### src/sv/pfad_pkg.sv
// Shared types and constants of the feedback servo angle decoder.
// Holds the beat structs, register codes and the sequencer state type.
// Depends on nothing.
package pfad_pkg;

  localparam int CH_W      = 2;
  localparam int TICK_IN_W = 32;
  localparam int DUTY_W    = 16;
  localparam int ANGLE_W   = 16;
  localparam int CFG_W     = 16;
  localparam int CFG_IDX_W = 1;

  // register indexes of the write port
  localparam logic [CFG_IDX_W-1:0] REG_DUTY_MIN = 1'b0;
  localparam logic [CFG_IDX_W-1:0] REG_DUTY_MAX = 1'b1;

  // 0.029 and 0.971 in Q0.16
  localparam logic [CFG_W-1:0] DUTY_MIN_RESET = 16'd1901;
  localparam logic [CFG_W-1:0] DUTY_MAX_RESET = 16'd63635;

  typedef struct packed {
    logic [CH_W-1:0]      channel;
    logic                 level;
    logic [TICK_IN_W-1:0] tick;
  } in_beat_t;

  typedef struct packed {
    logic [CH_W-1:0]    channel_out;
    logic [DUTY_W-1:0]  duty;
    logic [ANGLE_W-1:0] angle;
  } out_beat_t;

  typedef enum logic [6:0] {
    ST_IDLE    = 7'b0000001,
    ST_READ    = 7'b0000010,
    ST_CHK     = 7'b0000100,
    ST_DIV     = 7'b0001000,
    ST_ANG_SET = 7'b0010000,
    ST_ANG     = 7'b0100000,
    ST_OUT     = 7'b1000000
  } state_t;

endpackage

### src/sv/pwm_feedback_angle_decoder.sv
// Top level of the feedback servo angle decoder: edge timestamps in, duty and angle out.
// Uses pfad_pkg for beat structs, register codes and state type.
//
// Usage:
//   Input channel (in_valid/in_ready/in_data) carries one edge event per beat:
//   feedback line, new level and a free-running tick. Each event yields exactly
//   one output beat (out_valid/out_ready/out_data) with that line's stored duty
//   (Q0.16) and its angle, the duty clamped to [duty_min, duty_max] and scaled
//   to 0..65535. Registers are written through cfg_we/cfg_index/cfg_data.
//   The duty divider runs only on a rising edge with a nonzero, unsaturated
//   period; the two restoring dividers take FRAC_BITS steps for the duty and
//   16 steps for the angle. One event is in work at a time, so the next event
//   can be taken in the cycle after the output load.
//   Per-line state sits in two small synchronous RAMs (tick pair and duty)
//   with a registered read; each event reads, updates and writes back its entry.
//   Reset clears the per-entry valid bits, so all state reads as zero and the
//   registers take their reset values at once; no clearing pass is needed.
//   A stalled receiver holds the output register; the next event is still
//   accepted and waits before its own output load until the beat is taken.
module pwm_feedback_angle_decoder #(
  parameter int CHANNELS  = 4,
  parameter int TICK_BITS = 32,
  parameter int FRAC_BITS = 16
) (
  input  logic                              clk,
  input  logic                              rst,
  input  logic                              in_valid,
  output logic                              in_ready,
  input  pfad_pkg::in_beat_t                in_data,
  output logic                              out_valid,
  input  logic                              out_ready,
  output pfad_pkg::out_beat_t               out_data,
  input  logic                              cfg_we,
  input  logic [pfad_pkg::CFG_IDX_W-1:0]    cfg_index,
  input  logic [pfad_pkg::CFG_W-1:0]        cfg_data
);

  localparam int AW        = (CHANNELS > 1) ? $clog2(CHANNELS) : 1;
  localparam int CW        = (FRAC_BITS > pfad_pkg::CFG_W) ? FRAC_BITS : pfad_pkg::CFG_W;
  localparam int STEPS_MAX = (FRAC_BITS > pfad_pkg::ANGLE_W) ? FRAC_BITS : pfad_pkg::ANGLE_W;
  localparam int CNT_W     = $clog2(STEPS_MAX);
  localparam int AW2       = 2 * pfad_pkg::ANGLE_W;

  // configuration registers
  logic [pfad_pkg::CFG_W-1:0] duty_min;
  logic [pfad_pkg::CFG_W-1:0] duty_max;

  // state memories: {pulse_start, pulse_end} and duty per line
  logic [2*TICK_BITS-1:0] tick_mem [CHANNELS];
  logic [FRAC_BITS-1:0]   duty_mem [CHANNELS];
  logic [2*TICK_BITS-1:0] tick_rd;
  logic [FRAC_BITS-1:0]   duty_rd;
  logic [CHANNELS-1:0]    tick_vld;
  logic [CHANNELS-1:0]    duty_vld;

  pfad_pkg::state_t state;

  // event context
  logic [pfad_pkg::CH_W-1:0] ch_q;
  logic [AW-1:0]             addr_q;
  logic                      level_q;
  logic [TICK_BITS-1:0]      tick_q;
  logic                      in_range_q;

  // duty divider
  logic [TICK_BITS-1:0] high_q;
  logic [TICK_BITS-1:0] period_q;
  logic [TICK_BITS-1:0] rem;
  logic [FRAC_BITS-1:0] duty_new;
  logic [CNT_W-1:0]     cnt;

  // angle divider
  logic [pfad_pkg::ANGLE_W-1:0] den;
  logic [pfad_pkg::ANGLE_W-1:0] arem;
  logic [pfad_pkg::ANGLE_W-1:0] num;
  logic [pfad_pkg::ANGLE_W-1:0] ang_q;

  logic                 in_fire;
  logic                 in_range;
  logic [AW-1:0]        in_addr;
  logic                 out_load;
  logic [TICK_BITS-1:0] start_cur;
  logic [TICK_BITS-1:0] end_cur;
  logic [TICK_BITS:0]   div_sh;
  logic                 div_take;
  logic [TICK_BITS:0]   div_diff;
  logic [pfad_pkg::ANGLE_W:0] ang_sh;
  logic                       ang_take;
  logic [pfad_pkg::ANGLE_W:0] ang_diff;
  logic [CW-1:0]                d_ext;
  logic [CW-1:0]                min_ext;
  logic [CW-1:0]                max_ext;
  logic [CW-1:0]                d_clamp;
  logic [pfad_pkg::ANGLE_W-1:0] span;
  logic [AW2-1:0]               scaled;

  assign in_ready = (state == pfad_pkg::ST_IDLE);
  assign in_fire  = in_valid && in_ready;
  assign in_range = (32'(in_data.channel) < CHANNELS);
  assign in_addr  = AW'(in_data.channel);
  assign out_load = (state == pfad_pkg::ST_OUT) && (!out_valid || out_ready);

  // entries never written read as zero
  assign start_cur = tick_vld[addr_q] ? tick_rd[2*TICK_BITS-1:TICK_BITS] : '0;
  assign end_cur   = tick_vld[addr_q] ? tick_rd[TICK_BITS-1:0] : '0;

  // one restoring step of the duty division
  assign div_sh   = {rem, 1'b0};
  assign div_take = (div_sh >= {1'b0, period_q});
  assign div_diff = div_sh - {1'b0, period_q};

  // one restoring step of the angle division
  assign ang_sh   = {arem, num[pfad_pkg::ANGLE_W-1]};
  assign ang_take = (ang_sh >= {1'b0, den});
  assign ang_diff = ang_sh - {1'b0, den};

  // clamp and scale by 65535 as (x << 16) - x
  assign d_ext   = CW'(duty_new);
  assign min_ext = CW'(duty_min);
  assign max_ext = CW'(duty_max);
  always_comb begin
    d_clamp = d_ext;
    if (d_clamp < min_ext) d_clamp = min_ext;
    if (d_clamp > max_ext) d_clamp = max_ext;
  end
  assign span   = pfad_pkg::ANGLE_W'(d_clamp - min_ext);
  assign scaled = {span, {pfad_pkg::ANGLE_W{1'b0}}} - AW2'(span);

  // configuration writes
  always_ff @(posedge clk) begin
    if (rst) begin
      duty_min <= pfad_pkg::DUTY_MIN_RESET;
      duty_max <= pfad_pkg::DUTY_MAX_RESET;
    end else if (cfg_we) begin
      unique case (cfg_index)
        pfad_pkg::REG_DUTY_MIN: duty_min <= cfg_data;
        pfad_pkg::REG_DUTY_MAX: duty_max <= cfg_data;
        default: ;
      endcase
    end
  end

  // state memories: read at accept, write back the tick pair and the duty
  always_ff @(posedge clk) begin
    if (in_fire && in_range) begin
      tick_rd <= tick_mem[in_addr];
      duty_rd <= duty_mem[in_addr];
    end
    if (state == pfad_pkg::ST_READ) begin
      if (level_q) tick_mem[addr_q] <= {tick_q, end_cur};
      else         tick_mem[addr_q] <= {start_cur, tick_q};
    end
    if (state == pfad_pkg::ST_ANG_SET) begin
      duty_mem[addr_q] <= duty_new;
    end
  end

  // valid bits of the memory entries
  always_ff @(posedge clk) begin
    if (rst) begin
      tick_vld <= '0;
      duty_vld <= '0;
    end else begin
      if (state == pfad_pkg::ST_READ)    tick_vld[addr_q] <= 1'b1;
      if (state == pfad_pkg::ST_ANG_SET) duty_vld[addr_q] <= 1'b1;
    end
  end

  // sequencer
  always_ff @(posedge clk) begin
    if (rst) begin
      state     <= pfad_pkg::ST_IDLE;
      out_valid <= 1'b0;
    end else begin
      if (out_valid && out_ready && !out_load) out_valid <= 1'b0;
      unique case (state)
        pfad_pkg::ST_IDLE: begin
          if (in_fire) begin
            if (in_range) state <= pfad_pkg::ST_READ;
            else          state <= pfad_pkg::ST_OUT;
          end
        end
        pfad_pkg::ST_READ: state <= pfad_pkg::ST_CHK;
        pfad_pkg::ST_CHK: begin
          if (level_q && period_q != '0 && high_q < period_q) state <= pfad_pkg::ST_DIV;
          else                                                 state <= pfad_pkg::ST_ANG_SET;
        end
        pfad_pkg::ST_DIV: begin
          if (cnt == '0) state <= pfad_pkg::ST_ANG_SET;
        end
        pfad_pkg::ST_ANG_SET: begin
          if (duty_max <= duty_min) state <= pfad_pkg::ST_OUT;
          else                      state <= pfad_pkg::ST_ANG;
        end
        pfad_pkg::ST_ANG: begin
          if (cnt == '0) state <= pfad_pkg::ST_OUT;
        end
        pfad_pkg::ST_OUT: begin
          if (out_load) begin
            out_valid <= 1'b1;
            state     <= pfad_pkg::ST_IDLE;
          end
        end
        default: state <= pfad_pkg::ST_IDLE;
      endcase
    end
  end

  // datapath
  always_ff @(posedge clk) begin
    unique case (state)
      pfad_pkg::ST_IDLE: begin
        if (in_fire) begin
          ch_q       <= in_data.channel;
          addr_q     <= in_addr;
          level_q    <= in_data.level;
          tick_q     <= TICK_BITS'(in_data.tick);
          in_range_q <= in_range;
          duty_new   <= '0;
          ang_q      <= '0;
        end
      end
      pfad_pkg::ST_READ: begin
        // modulo differences against the stored start
        high_q   <= end_cur - start_cur;
        period_q <= tick_q - start_cur;
        duty_new <= duty_vld[addr_q] ? duty_rd : '0;
      end
      pfad_pkg::ST_CHK: begin
        if (level_q && period_q != '0) begin
          if (high_q >= period_q) begin
            duty_new <= '1;
          end else begin
            rem      <= high_q;
            duty_new <= '0;
            cnt      <= CNT_W'(FRAC_BITS - 1);
          end
        end
      end
      pfad_pkg::ST_DIV: begin
        rem      <= div_take ? div_diff[TICK_BITS-1:0] : div_sh[TICK_BITS-1:0];
        duty_new <= {duty_new[FRAC_BITS-2:0], div_take};
        cnt      <= cnt - 1'b1;
      end
      pfad_pkg::ST_ANG_SET: begin
        ang_q <= '0;
        den   <= duty_max - duty_min;
        arem  <= scaled[AW2-1:pfad_pkg::ANGLE_W];
        num   <= scaled[pfad_pkg::ANGLE_W-1:0];
        cnt   <= CNT_W'(pfad_pkg::ANGLE_W - 1);
      end
      pfad_pkg::ST_ANG: begin
        arem  <= ang_take ? ang_diff[pfad_pkg::ANGLE_W-1:0]
                          : ang_sh[pfad_pkg::ANGLE_W-1:0];
        num   <= {num[pfad_pkg::ANGLE_W-2:0], 1'b0};
        ang_q <= {ang_q[pfad_pkg::ANGLE_W-2:0], ang_take};
        cnt   <= cnt - 1'b1;
      end
      pfad_pkg::ST_OUT: begin
        if (out_load) begin
          out_data.channel_out <= ch_q;
          out_data.duty        <= pfad_pkg::DUTY_W'(duty_new);
          out_data.angle       <= ang_q;
        end
      end
      default: ;
    endcase
  end

  // an accepted event goes to the memory read, or straight out when off range
  a_accept_next: assert property (@(posedge clk) disable iff (rst)
    in_fire |=> (state == pfad_pkg::ST_READ || state == pfad_pkg::ST_OUT))
    else $error("accepted event took a wrong path");

  // an off-range line reports zero duty and angle
  a_off_range_zero: assert property (@(posedge clk) disable iff (rst)
    (out_load && !in_range_q) |=> (out_data.duty == '0 && out_data.angle == '0))
    else $error("off-range line reported nonzero result");

  // the angle remainder stays below the divisor
  a_ang_rem: assert property (@(posedge clk) disable iff (rst)
    (state == pfad_pkg::ST_ANG) |-> (arem < den))
    else $error("angle remainder out of range");

  // the duty remainder stays below the period
  a_div_rem: assert property (@(posedge clk) disable iff (rst)
    (state == pfad_pkg::ST_DIV) |-> (rem < period_q))
    else $error("duty remainder out of range");

endmodule
### config.mk
export PLATFORM = sky130hd
export DESIGN_NAME = pwm_feedback_angle_decoder
export DESIGN_NICKNAME = d
export VERILOG_FILES = /design/src/sv/pfad_pkg.sv /design/src/sv/pwm_feedback_angle_decoder.sv
export SDC_FILE = /design/constraint.sdc
export NUM_CORES = 1
export LEC_CHECK = 0
export BUFFER_PORTS_ARGS = -buffer_cell sky130_fd_sc_hd__buf_2
export CORE_ASPECT_RATIO = 0.8
export CORE_MARGIN = 3
export CORE_UTILIZATION = 35
export CTS_BUF_LIST = sky130_fd_sc_hd__clkbuf_8
export DETAILED_ROUTE_END_ITERATION = 6
export PLACE_DENSITY_LB_ADDON = 0.12
export SYNTH_ARGS = -nofsm -noshare
export SYNTH_HDL_FRONTEND = slang
export SYNTH_SLANG_ARGS = --single-unit
export TNS_END_PERCENT = 100
### constraint.sdc
create_clock -name clk -period 11.1 [get_ports clk]
set_input_delay 1.665 -clock clk [delete_from_list [all_inputs] [get_ports clk]]
set_output_delay 1.665 -clock clk [all_outputs]
set_load 0.02 [all_outputs]
==> out/qor.yml, run 1 <==
initial_utilization: 0.357
yosys_most_used_dff: "edfxtp_1"
hold_class: "reg2reg"
dr.pass1.iters: 5
track_usage: 0.169
ys_ff_latch: 697
cts_buffers: 116
clock_skew_ps: 52.2
dpl.hpwl_um: 62100
setup_viol: 0
cts_tree: "built"
insertion_delay_ps: 790
cts_resized: 0
max-vdd-ir-drop_mv: 0.122
vias: 22700
path_depth: 28
drt-wirelength-per-cell_um: 20.8
r2r-end: "arem[8]$_DFFE_PP_"
fin_tns_setup_ps: 0
required_ps: 11600
final_cell_mix: "edfxtp_1, nand2_1, ha_1"
drt_first_iter_violations: 1767
cts-root-buf: "clkbuf_8"
r2r_slack_ps: 3130
final_common_cell: "edfxtp_1"
post-route-util: 0.400
fin_crit_sh: 0.718
cap_violations: 0
synthArstFlopShare: 0
hold_viol_final: 0
regToRegStartpoint: "d_ext[9]$_DFFE_PP_"
postSynthAreaPerCell_um2: 12.8
grt_util_met1: 0.252
antenna_found_initial: 2
status: "finished clean"
route.detailed.drc: 0
antenna_left: 0
path_buf_inv: 2
syn_to_final_growth_pct: 12.2
cp-end-kind: "flip-flop"
critPathTopFamily: "compound AO/OA/AOI/OAI gates"
hold_path_end: "out_data[15]$_DFFE_PP_"
die_h_um: 291
critPathKind: "reg2reg"
routed_wl_um: 90100
grt.met3_usage: 0.0274
critPathMaxStageDelay_ps: 880
critical_path.most_common_cell: "ha_1"
hold_depth: 0
clockBufferDepth: 3
grt_max_degree: 93
fin_crit_ps: 7970
min_from: "ang_q[15]$_SDFFCE_PN0P_"
start_kind: "flip-flop"
core_area_um2: 99600
grt.busiest_layer: "met2"
io_buffers: 92
slew_headroom: 0.192
rsz0062_at_grt: "false"
yosysTopAreaCell: "edfxtp_1"
synth_cells: 2780
drv_slew: 0
htree_levels: 3
p_per_area_nw_per_um2: 222
fin_nets: 3196
synthDistinctLibCells: 94
die_area_um2: 105000
ctsHoldBuffers: 0
post-cts-setup-buffers: 0
reg2reg_depth: 28
ys_warn_count: 0
synth-seq-area-share: 0.576
synth_top_area_share: 0.549
synth.area.top_cells: "edfxtp_1, ha_1, mux4_2"
grt_overflow_total: 0
grt_pass1_vias: 23000
synth-edff-count: 649
clk_pin_slew_worst_paths_ps: 60
arrival_ps: 8470
gp_congestion: 0.857
use_met2: 0.258
vias_per_cell: 5.25
drive_gt1_frac: 0.147
die_w_um: 362
core.rowCount: 103
critPathSlowestCell: "a221oi_4"
boundaryPins: 93
cts.sinks: 697
crit_fanout: 31
tightest_slew_ps: 1210
netlist_area_um2: 35500
fill_cells: 9407
power.leakage_nw: 14.9
syn_nets: 3050
fmax_ghz: 0.125
grt_pass1_wl_um: 138000
-- layout make-up --
| class | instances | area, µm² | area share |
|---|---|---|---|
| antenna | 2 | 5.00 | 0.000126 |
| clock buffer | 118 | 1620 | 0.0407 |
| clock inverter | 92 | 691 | 0.0173 |
| inverter | 136 | 510 | 0.0128 |
| multi-input combinational | 1856 | 14300 | 0.358 |
| sequential | 697 | 20400 | 0.513 |
| tap | 1312 | 1640 | 0.0412 |
| timing repair buffer | 119 | 672 | 0.0169 |
-- cells in the mapped netlist, drive strengths merged (35+ instances only) --
master / instances
a21o: 72
a21oi: 160
and2: 58
clkbuf: 74
dfxtp: 48
edfxtp: 649
ha: 207
inv: 136
mux2: 45
mux2i: 35
mux4: 82
nand2: 246
nand3: 50
nor2: 164
nor2b: 36
nor3: 47
o21ai: 158
xnor2: 85
xor2: 36
-- worst register-to-register path, delay by kind of cell, from the launching register on --
family | cells | cell delay, ps
adders and majority gates | 4 | 1270
AOI/OAI and AO/OA | 12 | 3510
muxes | 2 | 680
buffers and inverters | 2 | 350
and+or+nand+nor | 8 | 1330
DFF | 1 | 540
-- sequential cells by signal, indices dropped and copies added, names as in the netlist, 32 cells and up --
name / cells
tick_mem: 256
duty_mem: 64
tick_rd: 64
out_data: 34
high_q: 32
period_q: 32
rem: 32
tick_q: 32
-- how the worst max path moves through the flow --
stage / startpoint / to / slack (ps)
final: d_ext[9]$_DFFE_PP_ / arem[8]$_DFFE_PP_ / 3130
after global routing: d_ext[6]$_DFFE_PP_ / arem[5]$_DFFE_PP_ / 2450
after CTS: d_ext[6]$_DFFE_PP_ / arem[8]$_DFFE_PP_ / 3150
after detailed placement: d_ext[6]$_DFFE_PP_ / arem[1]$_DFFE_PP_ / 3250
after global placement: d_ext[6]$_DFFE_PP_ / arem[8]$_DFFE_PP_ / 3230
after floorplan: d_ext[6]$_DFFE_PP_ / num[14]$_DFFE_PP_ / 4030
-- metal layers --
layer,vias up,part of all wire
met5,-,0
met4,0,0.018
met3,115,0.043
met2,480,0.44
met1,11300,0.50
li1,10900,-
-- metrics by stage --
stage | setup slack [ps] | hold slack (ps) | total power [mW] | instance area (µm²) | instances
detailed placement | 3250 | 428 | 6.60 | 37500 | 4120
global route | 2450 | 455 | 9.43 | 39900 | 4332
CTS | 3150 | 445 | 8.95 | 39900 | 4330
finish | 3130 | 437 | 8.86 | 39900 | 4332
floorplan | 4030 | 400 | 5.79 | 35500 | 2780
global placement | 3230 | 408 | 6.56 | 37500 | 4120
-- power breakdown --
group          switching (mW)  total [mW]  internal, mW
Sequential              0.194        3.60          3.40
Combinational            1.79        2.96          1.16
Clock                    1.09        2.30          1.21
-- logic make-up after synthesis --
logic type | share of synthesized area
adder cells (fa/ha/maj) | 0.0763
buffers and inverters | 0.0245
flip-flops | 0.576
multiplexers | 0.0761
AO/OA/AOI/OAI | 0.111
AND/OR/NAND/NOR | 0.106
XOR/XNOR | 0.0306
(Power assumes the default switching activity.)
==> inputs of run 2 (changes only) <==
clock period = 8.4 ns   (was 11.1 ns; I/O delays follow)
==> run 2 against run 1 <==
Against the previous run:
- setup slack got worse by 2400 ps
- flip-flop and latch count is the same
- cell area fell by 0.32%
- highest routed layer unchanged
==> out/qor.yml, run 2 (synthesized netlist as in run 1, its figures left out) <==
antenna_left: 0  # unchanged
fin_crit_sh: 0.917  # +0.199
multi_input_area_um2: 14300  # about the same
grt_overflow_total: 0  # unchanged
seq_area_um2: 20400  # unchanged
drv_slew: 0  # unchanged
fin_nets: 3197  # +0.031%
dpl.hpwl_um: 62600  # +0.86%
critPathMaxStageDelay_ps: 510  # -370 ps
clkPwrFrac: 0.248  # -0.012
core_area_um2: 99600  # unchanged
fin_crit_ps: 7700  # -270 ps
rsz0062_at_grt: "false"
power.total_mw: 11.5  # +30%
status: "finished clean"
cts_resized: 0  # unchanged
final_cell_mix: "edfxtp_1, nand2_1, ha_1"
syn_to_final_growth_pct: 11.8
track_usage: 0.169  # -0.000282
clk_pin_slew_worst_paths_ps: 60  # about the same
cap_violations: 0  # unchanged
clockBufferDepth: 3  # unchanged
route.detailed.drc: 0  # unchanged
cts_buffers: 112  # -3.4%
drt_first_iter_violations: 1738  # -1.6%
fin_tns_setup_ps: 0  # unchanged
power.leakage_nw: 14.9  # -0.50%
pwr-share-comb: 0.339  # +0.005
vias_per_cell: 5.27  # +0.34%
p_int_mw: 7.49  # +30%
p_per_area_nw_per_um2: 290  # +30%
die_w_um: 362  # unchanged
crit_fanout: 19  # -39%
drt-wirelength-per-cell_um: 20.8  # about the same
slew_headroom: 0.197  # +0.00586
grt_max_degree: 93  # unchanged
tightest_slew_ps: 1200  # -11.8 ps
io_buffers: 92  # unchanged
hold_viol_final: 0  # unchanged
hold_depth: 0  # unchanged
fmax_ghz: 0.130  # +3.5%
grt_pass1_vias: 23000  # +0.17%
critPathSlowestCell: "a311oi_2"
antenna_found_initial: 2  # unchanged
hold_class: "reg2reg"
regMostFlops: "tick_mem"
clock_skew_ps: 55.2  # +3.03 ps
cts.sinks: 697  # unchanged
reg2reg_depth: 28  # unchanged
arrival_ps: 8180  # -290 ps
gp_congestion: 0.865  # +0.98%
p_seq_frac: 0.413  # +0.007
switchingPower_mw: 4.02  # +31%
dr.pass1.iters: 7  # +2
required_ps: 8880  # -2720 ps
setup_viol: 0  # unchanged
post-cts-setup-buffers: 0  # unchanged
cp-end-kind: "flip-flop"
start_kind: "flip-flop"
routed_wl_um: 89900  # -0.17%
initial_utilization: 0.357  # unchanged
ctsHoldBuffers: 0  # unchanged
swShare: 0.349  # +0.00169
cts_tree: "built"
largest_reg_flops: 256  # unchanged
boundaryPins: 93  # unchanged
max-vdd-ir-drop_mv: 0.187  # +53%
fill_cells: 9387  # -0.21%
top_regs: "tick_mem x256, duty_mem x64, tick_rd x64"
insertion_delay_ps: 780  # about the same
critPathKind: "reg2reg"
grt_pass1_wl_um: 138000  # about the same
vias: 22800  # +0.25%
critical_path.most_common_cell: "ha_1"
die_h_um: 291  # unchanged
final_common_cell: "edfxtp_1"
htree_levels: 3  # unchanged
cts-root-buf: "clkbuf_8"
die_area_um2: 105000  # unchanged
drive_gt1_frac: 0.149  # +0.00257
core.rowCount: 103  # unchanged
## run 2: final cells by class
cell class / count / area share
multi-input combinational: 1856 / 0.359
sequential: 697 / 0.515
timing repair buffer: 124 / 0.0179
tap: 1312 / 0.0413
clock inverter: 88 / 0.0151
inverter: 136 / 0.0128
clock buffer: 112 / 0.0388
antenna: 3 / 0.000189
## run 2: through the flow
stage | hold WS, ps | setup WS, ps | cells | cell area, µm² | utilization
final | 428 | 699 | 4328 | 39700 | 0.399
after global routing | 430 | 57.0 | 4328 | 39700 | 0.399
after CTS | 427 | 734 | 4325 | 39700 | 0.399
after detailed placement | 412 | 836 | 4125 | 37600 | 0.377
after global placement | 409 | 923 | 4125 | 37600 | 0.377
after floorplan | 400 | 1330 | 2780 | 35500 | -
## run 2: per-layer routing
metal,global-route usage,wire (µm),vias to the layer above,share of wire
met5,0,0,-,0
met4,0.0473,2080,0,0.023
met3,0.0263,3860,116,0.043
met2,0.252,39100,464,0.44
met1,0.254,44900,11400,0.50
li1,-,-,10800,-
## run 2: final timing paths
kind | start | endpoint | slack, ps
worst max-delay path | d_ext[6]$_DFFE_PP_ | arem[8]$_DFFE_PP_ | 700
worst min-delay path | ang_q[15]$_SDFFCE_PN0P_ | out_data[15]$_DFFE_PP_ | 430
worst max register to register | d_ext[6]$_DFFE_PP_ | arem[8]$_DFFE_PP_ | 700
worst min register to register | ang_q[15]$_SDFFCE_PN0P_ | out_data[15]$_DFFE_PP_ | 430
## run 2: worst max-delay path, delay by kind of cell (launching register included)
kind	cells	cell delay [ps]
fa+ha+maj	4	1300
buf+inv	2	380
simple gates	8	1690
compound gates	12	2900
flops	1	500
mux	2	650
## run 2: power by group through the flow
stage	combinational (mW)	clock (mW)	sequential, mW
4_1_cts	3.91	2.97	4.76
3_3_place_gp	3.85	0	4.81
2_1_floorplan	2.93	0	4.72
5_1_grt	4.34	3.13	4.79
6_report	3.90	2.86	4.75
3_5_place_dp	3.89	0	4.82
==> inputs of run 3 (changes only) <==
ABC_AREA = 1   (was not set)
==> run 3 against run 2 <==
Against the previous run:
- register-to-register slack better by 680 ps
- setup slack better by 680 ps
- sequential share of layout area is 0.62 points lower
- die area is 1.4% higher
- critical path depth is 3 higher
- flip-flop and latch count stayed put
- cell area is 1.2% higher
- clock power hardly changed
- final cell count is 19% higher
- power is 3.3% higher
- combinational power is 8.2% higher
- largest cell class unchanged
==> out/qor.yml, run 3 <==
ys_ff_latch: 697  # unchanged
grt_pass1_wl_um: 156000  # +12%
cap_violations: 0  # unchanged
grt_pass1_vias: 25300  # +9.9%
hold_depth: 0  # unchanged
p_int_mw: 7.28  # -2.9%
yosys_most_used_dff: "edfxtp_1"
p_per_area_nw_per_um2: 296  # +2.1%
boundaryPins: 93  # unchanged
fmax_ghz: 0.142  # +9.7%
synthArstFlopShare: 0  # unchanged
clock_skew_ps: 89.7  # +34.5 ps
cts-root-buf: "clkbuf_8"
io_buffers: 92  # unchanged
crit_fanout: 33  # +14
post-cts-setup-buffers: 0  # unchanged
initial_utilization: 0.355  # -0.00129
cts_buffers: 114  # +1.8%
critPathKind: "reg2reg"
die_area_um2: 107000  # +1.4%
cts.sinks: 697  # unchanged
gp_congestion: 0.924  # +6.8%
drv_slew: 0  # unchanged
setup_viol: 0  # unchanged
post_dp_cell_area_um2: 38100  # +1.3%
netlist_area_um2: 36000  # +1.4%
syn_nets: 3879  # +27%
status: "finished clean"
swShare: 0.388  # +0.0390
final_cell_mix: "nand2_1, edfxtp_1, inv_1"
die_h_um: 293  # +0.68%
synth.area.top_cells: "edfxtp_1, ha_1, nand2_1"
layout.cells.non_filler: 5154  # +19%
fin_crit_ps: 7020  # -683 ps
largest_reg_flops: 256  # unchanged
drt_first_iter_violations: 1780  # +2.4%
fin_tns_setup_ps: 0  # unchanged
antenna_found_initial: 3  # +1
clkPwrFrac: 0.241  # -0.007
clk_pin_slew_worst_paths_ps: 60  # about the same
vias: 26200  # +15%
critPathMaxStageDelay_ps: 700  # +190 ps
ys_warn_count: 0  # unchanged
core_area_um2: 101000  # +1.8%
vias_per_cell: 5.09  # -3.4%
top_regs: "tick_mem x256, duty_mem x64, tick_rd x64"
fin_crit_sh: 0.836  # -0.0813
r2r_slack_ps: 1380  # +680 ps
arrival_ps: 7520  # -660 ps
cp-end-kind: "flip-flop"
track_usage: 0.190  # +0.0211
fin_ws_ps: 1380  # +683 ps
required_ps: 8900  # +20 ps
cts_tree: "built"
die_w_um: 365  # +0.68%
routed_wl_um: 102000  # +14%
ctsHoldBuffers: 0  # unchanged
antenna_left: 0  # unchanged
p_seq_frac: 0.404  # -0.009
dp_slack_ps: 1560  # +722 ps
tightest_slew_ps: 1020  # -176 ps
final_common_cell: "nand2_1"
fin_nets: 4012  # +25%
regMostFlops: "tick_mem"
hold_class: "reg2reg"
critical_path.most_common_cell: "nand2_1"
syn_to_final_growth_pct: 11.7
grt_max_degree: 93  # unchanged
hold_viol_final: 0  # unchanged
synth_commonest_cells: "nand2_1, edfxtp_1, nor2_1"
htree_levels: 3  # unchanged
pwr-share-comb: 0.355  # +0.016
dpl.hpwl_um: 70000  # +12%
reg2reg_depth: 31  # +11%
grt_overflow_total: 0  # unchanged
switchingPower_mw: 4.62  # +15%
final_cell_area_um2: 40200  # +1.2%
max-vdd-ir-drop_mv: 0.174  # -7.1%
yosysTopAreaCell: "edfxtp_1"
core.rowCount: 104  # +0.97%
synth_cells: 3609  # +30%
power.leakage_nw: 16.1  # +8.4%
synth_top_area_share: 0.541  # -0.00751
rsz0062_at_grt: "false"
clockBufferDepth: 3  # unchanged
synth-seq-area-share: 0.568  # -0.00788
insertion_delay_ps: 830  # +50 ps
slew_headroom: 0.317  # +0.120
route.detailed.drc: 0  # unchanged
cts_resized: 0  # unchanged
dr.pass1.iters: 5  # -2
critPathSlowestCell: "nand2_1"
drive_gt1_frac: 0.0873  # -0.0621
synth-edff-count: 649  # unchanged
start_kind: "flip-flop"
placed_cells: 4951  # +20%
drt-wirelength-per-cell_um: 19.8  # -4.5%
synthDistinctLibCells: 63  # -33%
postSynthAreaPerCell_um2: 9.98  # -22%
yosys.cell_count.top_type: "nand2_1"
-- run 3: changes by cell type after synthesis, moves of 36 or more --
cell     previous run  this run
nand2_1           246       660
inv_1             136       360
o21ai_0           140       356
nor2_1            163       375
mux4_2             82         0
o22ai_1             4        82
a21oi_1           159       233
nand3_1            48       114
a21o_1             72         8
and2_1             56         0
mux2_2             45         0
xor2_1             35        76
xnor2_1            84        44
nor2b_1            36         0
-- run 3: kinds of logic after synthesis --
logic type      Yosys count  share of synthesized area
buf+inv                 485                     0.0514
fa+ha+maj               213                     0.0753
flops                   697                      0.568
simple gates           1262                      0.146
compound gates          828                      0.128
xor+xnor                124                     0.0319
-- run 3: worst max-delay path, delay by kind of cell (launching register included) --
family                   cells  cell delay (ps)
buffers and inverters        2              130
XOR/XNOR                     1              190
adder cells (fa/ha/maj)      4             1340
AND/OR/NAND/NOR             17             3220
AO/OA/AOI/OAI                7             1220
flip-flops                   1              560
-- run 3: metal layers --
layer | track usage | wire [µm] | share of wire | up-vias
li1 | - | - | - | 12900
met1 | 0.288 | 51500 | 0.50 | 12600
met2 | 0.287 | 44400 | 0.43 | 605
met3 | 0.0276 | 4470 | 0.044 | 132
met4 | 0.0423 | 1880 | 0.018 | 0
met5 | 0 | 0 | 0 | -
-- run 3: final cells by class --
class | instances | area, µm²
fill | 9987 | 61200
tap | 1325 | 1660
multi-input combinational | 2427 | 13800
clock inverter | 85 | 553
antenna | 1 | 2.50
clock buffer | 117 | 1610
inverter | 371 | 1400
timing repair buffer | 131 | 758
sequential | 697 | 20400
-- run 3: path summary, 6_finish.rpt --
path                                        startpoint               endpoint
worst max-delay path               d_ext[15]$_DFFE_PP_      arem[3]$_DFFE_PP_
worst min-delay path            ang_q[9]$_SDFFCE_PN0P_  out_data[9]$_DFFE_PP_
worst max register to register     d_ext[15]$_DFFE_PP_      arem[3]$_DFFE_PP_
worst min register to register  ang_q[9]$_SDFFCE_PN0P_  out_data[9]$_DFFE_PP_
-- run 3: stage by stage --
step / hold WS (ps) / util / total power [mW]
after floorplan: 400 / - / 7.81
after global placement: 404 / 0.375 / 9.09
after detailed placement: 429 / 0.375 / 9.09
after CTS: 430 / 0.397 / 12.0
after global routing: 445 / 0.397 / 12.7
final: 427 / 0.397 / 11.9
-- run 3: power groups by stage --
| stage | Combinational, mW | Sequential [mW] | Clock (mW) |
|---|---|---|---|
| final | 4.22 | 4.81 | 2.87 |
| after global routing | 4.77 | 4.85 | 3.12 |
| after CTS | 4.23 | 4.81 | 2.97 |
| after detailed placement | 4.21 | 4.88 | 0 |
| after global placement | 4.21 | 4.88 | 0 |
| after floorplan | 3.01 | 4.80 | 0 |
